[config.mk]
export PLATFORM = sky130hd
export DESIGN_NAME = psm_ctrl
export DESIGN_NICKNAME = d
export VERILOG_FILES = /design/src/rtl/psm_pkg.sv /design/src/rtl/psm_ctrl.sv
export SDC_FILE = /design/constraint.sdc
export NUM_CORES = 1
export LEC_CHECK = 0
export ABC_AREA = 1
export BUFFER_PORTS_ARGS = -buffer_cell sky130_fd_sc_hd__buf_2
export CAP_MARGIN = 20
export CORE_AREA = 3 3 40 42
export DETAILED_ROUTE_END_ITERATION = 8
export DIE_AREA = 0 0 43 45
export GPL_ROUTABILITY_DRIVEN = 1
export SYNTH_ARGS = -nofsm -noshare
export SYNTH_HDL_FRONTEND = slang
export SYNTH_SLANG_ARGS = --single-unit
[constraint.sdc]
create_clock -name clock -period 1.3 [get_ports clock]
set_input_delay 0.195 -clock clock [delete_from_list [all_inputs] [get_ports clock]]
set_output_delay 0.195 -clock clock [all_outputs]
set_load 0.02 [all_outputs]
[src/rtl/psm_pkg.sv]
// ----------------------------------------------------------------------------
// psm_pkg: shared types and constants of the P-code stack machine
// Opcodes, status codes, register indexes and the control/status bundles
// that pass between the controller and the datapath.
// ----------------------------------------------------------------------------
package psm_pkg;

   // Opcodes
   localparam logic [4:0] OP_LDA   = 5'd0;
   localparam logic [4:0] OP_LDV   = 5'd1;
   localparam logic [4:0] OP_LDC   = 5'd2;
   localparam logic [4:0] OP_SUP   = 5'd3;
   localparam logic [4:0] OP_SUPE  = 5'd4;
   localparam logic [4:0] OP_INF   = 5'd5;
   localparam logic [4:0] OP_INFE  = 5'd6;
   localparam logic [4:0] OP_EG    = 5'd7;
   localparam logic [4:0] OP_DIFF  = 5'd8;
   localparam logic [4:0] OP_AND   = 5'd9;
   localparam logic [4:0] OP_OR    = 5'd10;
   localparam logic [4:0] OP_NOT   = 5'd11;
   localparam logic [4:0] OP_JMP   = 5'd12;
   localparam logic [4:0] OP_JIF   = 5'd13;
   localparam logic [4:0] OP_TSR   = 5'd14;
   localparam logic [4:0] OP_RSR   = 5'd15;
   localparam logic [4:0] OP_ADD   = 5'd16;
   localparam logic [4:0] OP_MOINS = 5'd17;
   localparam logic [4:0] OP_DIV   = 5'd18;
   localparam logic [4:0] OP_MULT  = 5'd19;
   localparam logic [4:0] OP_NEG   = 5'd20;
   localparam logic [4:0] OP_INC   = 5'd21;
   localparam logic [4:0] OP_DEC   = 5'd22;
   localparam logic [4:0] OP_RD    = 5'd23;
   localparam logic [4:0] OP_RDLN  = 5'd24;
   localparam logic [4:0] OP_WRT   = 5'd25;
   localparam logic [4:0] OP_WRTLN = 5'd26;
   localparam logic [4:0] OP_AFF   = 5'd27;

   // Status codes
   localparam logic [2:0] ST_RUN         = 3'd0;
   localparam logic [2:0] ST_CLEAN       = 3'd1;
   localparam logic [2:0] ST_BAD_STACK   = 3'd2;
   localparam logic [2:0] ST_BAD_CODE    = 3'd3;
   localparam logic [2:0] ST_BAD_BOTH    = 3'd4;
   localparam logic [2:0] ST_STACK_FAULT = 3'd5;
   localparam logic [2:0] ST_DIV_ZERO    = 3'd6;

   // Register indexes
   localparam logic [7:0] CSR_NUM_VARIABLES  = 8'd0;
   localparam logic [7:0] CSR_PROGRAM_LENGTH = 8'd1;

   // Variable slot fill value (-666)
   localparam logic [31:0] VAR_INIT = 32'hFFFF_FD66;

   // Commands from the controller
   typedef struct packed {
      logic load;       // latch the accepted instruction
      logic rd1;        // read first stack word
      logic rd2;        // capture first word, read second
      logic cap_b;      // capture second word
      logic div_start;  // launch the divider
      logic commit;     // retire: write back, load the result register
   } ctrl_cmd_type;

   // Status toward the controller
   typedef struct packed {
      logic fill_busy;
      logic op_is_div;
      logic div_busy;
      logic out_free;
   } dp_status_type;

endpackage

[src/rtl/psm_ctrl.sv]
// ----------------------------------------------------------------------------
// psm_ctrl: instruction sequencer
// Steps each instruction through two stack reads, an optional divide and a
// retire cycle that waits for a free result register.
// ----------------------------------------------------------------------------
module psm_ctrl (
   input  logic                    clock,
   input  logic                    reset,
   input  logic                    req_tvalid,
   output logic                    req_tready,
   input  psm_pkg::dp_status_type  status,
   output psm_pkg::ctrl_cmd_type   cmd
);

   localparam logic [2:0] S_IDLE = 3'd0;
   localparam logic [2:0] S_RA   = 3'd1;
   localparam logic [2:0] S_RB   = 3'd2;
   localparam logic [2:0] S_RC   = 3'd3;
   localparam logic [2:0] S_DIVS = 3'd4;
   localparam logic [2:0] S_DIVW = 3'd5;
   localparam logic [2:0] S_WB   = 3'd6;

   logic [2:0] state_ff, state_in;

   // Next state and commands
   always_comb begin
      state_in   = state_ff;
      cmd        = '0;
      req_tready = 1'b0;
      unique case (state_ff)
         S_IDLE: begin
            req_tready = !status.fill_busy;
            if (req_tvalid && !status.fill_busy) begin
               cmd.load = 1'b1;
               state_in = S_RA;
            end
         end
         S_RA: begin
            cmd.rd1  = 1'b1;
            state_in = S_RB;
         end
         S_RB: begin
            cmd.rd2  = 1'b1;
            state_in = S_RC;
         end
         S_RC: begin
            cmd.cap_b = 1'b1;
            state_in  = status.op_is_div ? S_DIVS : S_WB;
         end
         S_DIVS: begin
            cmd.div_start = 1'b1;
            state_in      = S_DIVW;
         end
         S_DIVW: begin
            if (!status.div_busy) begin
               state_in = S_WB;
            end
         end
         S_WB: begin
            if (status.out_free) begin
               cmd.commit = 1'b1;
               state_in   = S_IDLE;
            end
         end
         default: state_in = S_IDLE;
      endcase
   end

   always_ff @(posedge clock) begin
      if (reset) begin
         state_ff <= S_IDLE;
      end else begin
         state_ff <= state_in;
      end
   end

endmodule

## Word level (Yosys, flattened, before mapping)

Cells that the tools add are included.
Widths: inputs -> output; s select.

- Register bits after elaboration: 3
- ROM bits: 0
- Bits in latches: 0
- Output and inout port bits: 7
- Memories: 0
- Bits in writable memories: 0

- Equality and inequality tests: 9
- Mux-type cells: 14
- Divide/modulo/power cells: 0
- Order comparisons: 0
- Add/subtract/negate cells: 0
- Reduce and logical (&&, ||, !) cells: 4
- Multipliers: 0
- Bitwise gates (word level): 0
- Shift operators: 0

Operators by type and width:

| operator | count |
|---|---|
| $pmux 3 s7 | 1 |
| $eq 3x3->1 const B | 3 |
| $mux 1 | 9 |
| $mux 3 | 3 |
| $eq 3x2->1 const B | 2 |
| $ne 2x2->1 const B | 3 |
| $eq 3x1->1 const B | 1 |
| $logic_not 3->1 | 1 |
| $reduce_and 3->1 | 1 |
| $mux 2 | 1 |
| $logic_and 1x1->1 | 1 |
| $logic_not 1->1 | 1 |

## Longest topological paths before layout

Gate-level depths: netlist (run 1).

- Depth in word-level cells: 4
- Depth in mapped cells: 8
- Gate-level depth less buffers: 7

## Least setup slack after synthesis (run 1)

Ideal clock, no wire load.

- Path type: register to output
- From: reg state_ff[2]
- To: out cmd[1] in the netlist's numbering
- Required time: 1.105 ns
- Arrival: 0.997 ns
- Buffers on the path: 1
- Stages on the path, launching flop included: 4
- Slack: 0.108 ns
- Cell sequence: dfxtp_1 buf_2 inv_2 nor3_1

RTL lines:

| what | RTL line | text |
|---|---|---|
| start, declared | psm_ctrl.sv:23 | `logic [2:0] state_ff, state_in;` |
| start signal, assigned | psm_ctrl.sv:73 | `state_ff <= state_in;` |
| end, declared | psm_ctrl.sv:12 | `output psm_pkg::ctrl_cmd_type cmd` |

==> results.md, run 1 <==
- Status: complete, no violations
- Largest net degree at the start of global routing: 10
- Post CTS Setup Buffer Count: 0
- Cell Area, Synth: 262 µm²
- PD cells: 1260 mW/mm²
- Clock root buffer: clkbuf_4
- Hold Buf Count CTS: 0
- Worst R2R End: state_ff[0]
- Slew @ Worst Pin: 203 ps
- Total power: 495 µW
- WL per Instance: 9.12 µm
- Diode count: 0
- RSZ-0062 raised after global routing: yes
- Placer Congestion: 0.695
- Die area: 0.00194 mm²
- Data arrival, critical path: 1040 ps
- Die height: 45 µm
- Row count: 13
- I/O pins: 14
- Pleak: 0.214 nW
- Total number of vias: 312
- Initial Utilization: 20.4%
- Synth top area cells: dfxtp_1 23%, nor2_1 14%, nand2_1 11%
- Clock transition at path regs: 40 ps
- Via/cell ratio: 4.22
- Insertion delay to the later sink of the worst-skew pair: 240 ps
- Die X: 43 µm
- Crit end category: output port
- Max-slew violations: 0
- Regs by FF count: state_ff x3
- Reg with most FFs: state_ff
- Num CTS Buffers: 3
- Seq/Total Area, Yosys: 23.0%
- ANT nets after route: 0
- GR Util All Layers: 7.99%
- Number of synthesized flops with an enable pin: 0
- Peak VDD IR: 0.000496 V
- Post-synthesis net count: 50
- Number of global-route vias before repair: 292
- 1st-iter DRT viols: 4
- Seq cells post-synth: 3
- Top-count cell post-synth: nor2_1
- Area Growth Syn to Fin: 50.2%
- Avg Cell Area, Syn: 6.08 µm²
- Drt pass-1 iters: 2
- Crit path launch type: flip-flop
- DP HPWL: 543 µm
- Async SR Flop Fraction: 0%
- Post-DP Area: 340 µm²
- Antenna violations before repair: 0
- Crit share post-route: 95.0%
- Max-cap violations: 0
- Yosys top cell by area: dfxtp_1
- CTS tree: built
- Ys Warns: 0
- Clock buffer depth: 2
- H-tree Lvls: 1
- R2R cell count: 3
- Core Box Area: 0.00128 mm²
- Main synth FF type: dfxtp_1
- Final Cell Area: 393 µm²
- Drc violations: 0
- Slew margin rel.: 86.4%
- Critical Path Fanout Max: 6
- Hold slack final: 139 ps
- Clk_skew: 2.95 ps
- WS Path Type: flip-flop to output port
- Synthesized netlist cell count: 43
- Share of the synthesized area in the top cell type: 23.0%
- PortBufs: 13
- First-pass GRT wire length: 1140 µm
- WP data required: 1110 ps
- Reg-to-reg slack, setup: 330 ps
- Max Fclk: 0.810 GHz
- Yosys cell types: 18
- Period minus WS final: 1240 ps
- Setup violators final: 0
- Worst hold start: reset
- Top cells by count, synth: 10 x nor2_1, 8 x nand2_1, 3 x dfxtp_1, 3 x inv_1, 3 x inv_2
- Gr ovfl total: 0
- CTS Sinks: 3
- Worst hold stages: 2
- Largest register FFs: 3
- Share of cells above drive strength 1: 49.2%
- HP Class: input pin to flip-flop
- Final hold vios: 0
- Final nets: 67
- Hold EP: state_ff[2]
- Wirelength, routed: 675 µm
- Reg2Reg Launch Point: state_ff[1]
==> cell families after synthesis <==
kind of cell / share of synthesized area [%]
simple gates: 57.9
buf+inv: 10.5
compound gates: 8.61
flops: 23.0
==> worst max path at each step <==
stage                startpoint           to  slack [ps]
global placement    state_ff[2]       cmd[1]         180
CTS                 state_ff[0]       cmd[5]          20
detailed placement  state_ff[2]  state_ff[1]         170
finish              state_ff[1]       cmd[3]          60
global route        state_ff[1]       cmd[4]          -2
floorplan           state_ff[2]       cmd[1]         110
==> layout make-up <==
cell class,instances,area [µm²]
inverters,6,22.5
clock buffers,4,26.3
repair buffers,13,72.6
fillers,148,892
well taps,15,18.8
flip-flops and latches,3,68.8
multi-input cells,33,184
==> cell usage in the layout (no fill, tap or decap), drive strengths merged <==
cell,n
buf,13
nor2,11
nand2,8
inv,6
clkbuf,4
nand3,4
nand4,3
dfxtp,3
nor3,2
o21ai,2
nand3b,1
a21oi,1
a211oi,1
==> report_power, final <==
part           switching [mW]  leakage, nW  internal [mW]
sequential             0.0325       0.0264          0.108
combinational           0.114        0.172         0.0740
clock                  0.0512       0.0150          0.115
==> routing by layer <==
metal  GRT usage, %  share of wire, %  vias to the layer above
li1               -                 -                      173
met1           9.62                46                      125
met2           11.7                41                       12
met3          0.797               9.6                        2
met4           9.04               3.7                        0
met5              0                 0                        -
==> repair_timing <==
item / 4_1_cts / 5_1_grt
pin swaps: 0 / 2
setup endpoints to repair: 7 / 5
gates resized for setup: 3 / 8
==> stage by stage <==
step                      instances  TNS [ps]  worst slack [ps]  utilization (%)
after global placement           70         0               180             26.5
after detailed placement         70         0               174             26.5
after floorplan                  43         0               108                -
final                            74         0              64.9             30.6
after CTS                        74         0              17.9             28.8
after global routing             74     -4.41             -2.32             30.6
==> worst max-delay path, cell delays in order, from the launching register on <==
cell     delay, ps
dfxtp_2        400
inv_2           80
nor3_2         130
buf_2          190
No activity file was read; power rests on OpenSTA's default activity.
==> inputs of run 2 (changes only) <==
==> constraint.sdc (replaced) <==
create_clock -name clock -period 1.3 [get_ports clock]
set_input_delay 0.26 -clock clock [delete_from_list [all_inputs] [get_ports clock]]
set_output_delay 0.26 -clock clock [all_outputs]
set_load 0.02 [all_outputs]
==> run 2 against run 1 <==
The run now ends with negative setup slack left. Maximum frequency decreased by 5.2%. Clock skew increased by 4.0 ps. Via count increased by 7.7%. Global-route usage grew 0.82 points. Die area did not move. Combinational power rose by 21%. Core utilization grew 3.9 points. Largest cell class unchanged. Highest routed layer unchanged.
==> results.md, run 2 (synthesis results as in run 1) <==
- Share of cells above drive strength 1: 55.7% (+6.6 points)
- Diode count: 0 (unchanged)
- Total number of vias: 336 (+7.7%)
- Top layer in use: met4
- Regs by FF count: state_ff x3
- Sw Pwr: 217 µW (+9.6%)
- DP HPWL: 518 µm (-4.6%)
- Final core utilization: 34.5% (+3.9 points)
- Critical Path Fanout Max: 7 (+1)
- Clock root buffer: clkbuf_4
- WL per Instance: 9.47 µm (+3.9%)
- Antenna violations before repair: 0 (unchanged)
- Area Growth Syn to Fin: 69.4%
- Hold Buf Count CTS: 0 (unchanged)
- WP data required: 1040 ps (-70 ps)
- Worst setup margin: -3.12 ps (-68.1 ps)
- PortBufs: 13 (unchanged)
- Status: finished, violations left
- Pleak: 0.230 nW (+7.6%)
- Drc violations: 0 (unchanged)
- Setup violators final: 1 (+1)
- Clock buffer depth: 2 (unchanged)
- PD cells: 1230 mW/mm² (-2.2%)
- M1 wire length: 302 µm (-2.6%)
- Gr ovfl total: 0 (unchanged)
- Crit end category: output port
- Reg with most FFs: state_ff
- Seq pwr share: 26.8% (-1.6 points)
- Fill cell count: 157 (+6.1%)
- Final nets: 69 (+3.0%)
- Die X: 43 µm (unchanged)
- Core Box Area: 0.00128 mm² (unchanged)
- CTS Sinks: 3 (unchanged)
- I/O pins: 14 (unchanged)
- Crit path launch type: flip-flop
- Clock transition at path regs: 40 ps (about the same)
- Num CTS Buffers: 3 (unchanged)
- Final hold vios: 0 (unchanged)
- Critical-path top delay cell: dfxtp_4
- Clk_skew: 6.99 ps (+4.04 ps)
- 1st-iter DRT viols: 4 (unchanged)
- Met2 wire len: 333 µm (+22%)
- Most frequent cells in the layout: 8 x nor2_1, 7 x buf_4, 6 x nand2_1, 6 x buf_2
- First-pass GRT wire length: 1210 µm (+6.7%)
- ANT nets after route: 0 (unchanged)
- Wirelength, routed: 720 µm (+6.7%)
- Period minus WS final: 1300 ps (+68.1 ps)
- Insertion delay to the later sink of the worst-skew pair: 240 ps (about the same)
- HP Class: input pin to flip-flop
- GR Util All Layers: 8.80% (+0.82 points)
- Placer Congestion: 0.700 (+0.78%)
- Row count: 13 (unchanged)
- Largest register FFs: 3 (unchanged)
- Pre-CTS setup slack: 112 ps (-61.9 ps)
- Die height: 45 µm (unchanged)
- Slew @ Worst Pin: 188 ps (-14.6 ps)
- CTS tree: built
- Crit share post-route: 100% (+5.2 points)
- Max-slew violations: 0 (unchanged)
- H-tree Lvls: 1 (unchanged)
- Slew margin rel.: 87.4% (+0.98 points)
- Sw Share: 39.8% (-0.23 points)
- Most common cell after layout, fill and taps aside: nor2_1
- Max-cap violations: 0 (unchanged)
- Met3 WL: 66 µm (+1.5%)
- Pint: 329 µW (+11%)
- Max Fclk: 0.767 GHz (-5.2%)
- Largest net degree at the start of global routing: 10 (unchanged)
- WS Path Type: flip-flop to output port
- Drt pass-1 iters: 2 (unchanged)
- Via/cell ratio: 4.42 (+4.9%)
- Failing checks: negative setup slack
- Clock power frac: 31.4% (-2.2 points)
- RSZ-0062 raised after global routing: yes
- Crit-path cells: nor2_4 -> nand2_2 -> nor2_2 -> buf_6
- Initial Utilization: 20.4% (unchanged)
- Number of global-route vias before repair: 311 (+6.5%)
- Combinational fraction of design power: 41.7% (+3.7 points)
- Data arrival, critical path: 1040 ps (about the same)
- Peak VDD IR: 0.000478 V (-3.8%)
- Max incr delay on CP: 380 ps (-20 ps)
- Die area: 0.00194 mm² (unchanged)
[run 2: changes by cell type in the layout (fill, tap and decap cells not counted), sizes merged]
cell  change
buf       +2
[run 2: metrics by stage]
stage / instance area, µm² / instances / setup TNS, ps / power [mW] / hold slack [ps]
floorplan: 262 / 43 / 0 / 0.257 / 329
global placement: 340 / 70 / 0 / 0.307 / 455
detailed placement: 340 / 70 / 0 / 0.309 / 454
CTS: 393 / 74 / 0 / 0.513 / 189
global route: 443 / 76 / -114 / 0.591 / 203
finish: 443 / 76 / -3.12 / 0.546 / 196
[run 2: worst paths after layout]
check	to	from	cells after the start	slack (ps)
hold / removal	state_ff[2]	reset	2	200
hold reg to reg	state_ff[2]	state_ff[2]	2	570
setup / recovery	cmd[5]	state_ff[0]	4	-3
setup reg to reg	state_ff[1]	state_ff[0]	6	270
[run 2: what timing repair did]
| action | CTS | global route |
|---|---|---|
| resized for setup | 11 | 12 |
| endpoints found under the setup margin | 7 | 7 |
| pin swaps | 1 | 3 |
| buffers inserted | 0 | 2 |
[run 2: power by group through the flow]
| stage | sequential [mW] | combinational (mW) | clock [mW] |
|---|---|---|---|
| 2_1_floorplan | 0.129 | 0.128 | 0 |
| 3_3_place_gp | 0.135 | 0.173 | 0 |
| 3_5_place_dp | 0.135 | 0.174 | 0 |
| 4_1_cts | 0.140 | 0.191 | 0.182 |
| 5_1_grt | 0.149 | 0.253 | 0.189 |
| 6_report | 0.147 | 0.228 | 0.172 |
[run 2: per-layer routing]
metal,global-route usage (%),up-vias
li1,-,180
met1,9.81,142
met2,12.3,12
met3,2.39,2
met4,10.8,0
met5,0,-
[run 2: final cells by class]
class | count | area [µm²] | area share, %
clock buffer | 4 | 26.3 | 5.93
inverter | 6 | 27.5 | 6.21
multi-input combinational | 33 | 194 | 43.8
sequential | 3 | 71.3 | 16.1
tap | 15 | 18.8 | 4.24
timing repair buffer | 15 | 105 | 23.7
[run 2: worst max-delay path, delay by kind of cell, from the launching register on]
family	cells	cell delay [ps]
simple gates	3	310
flops	1	380
buf+inv	1	120
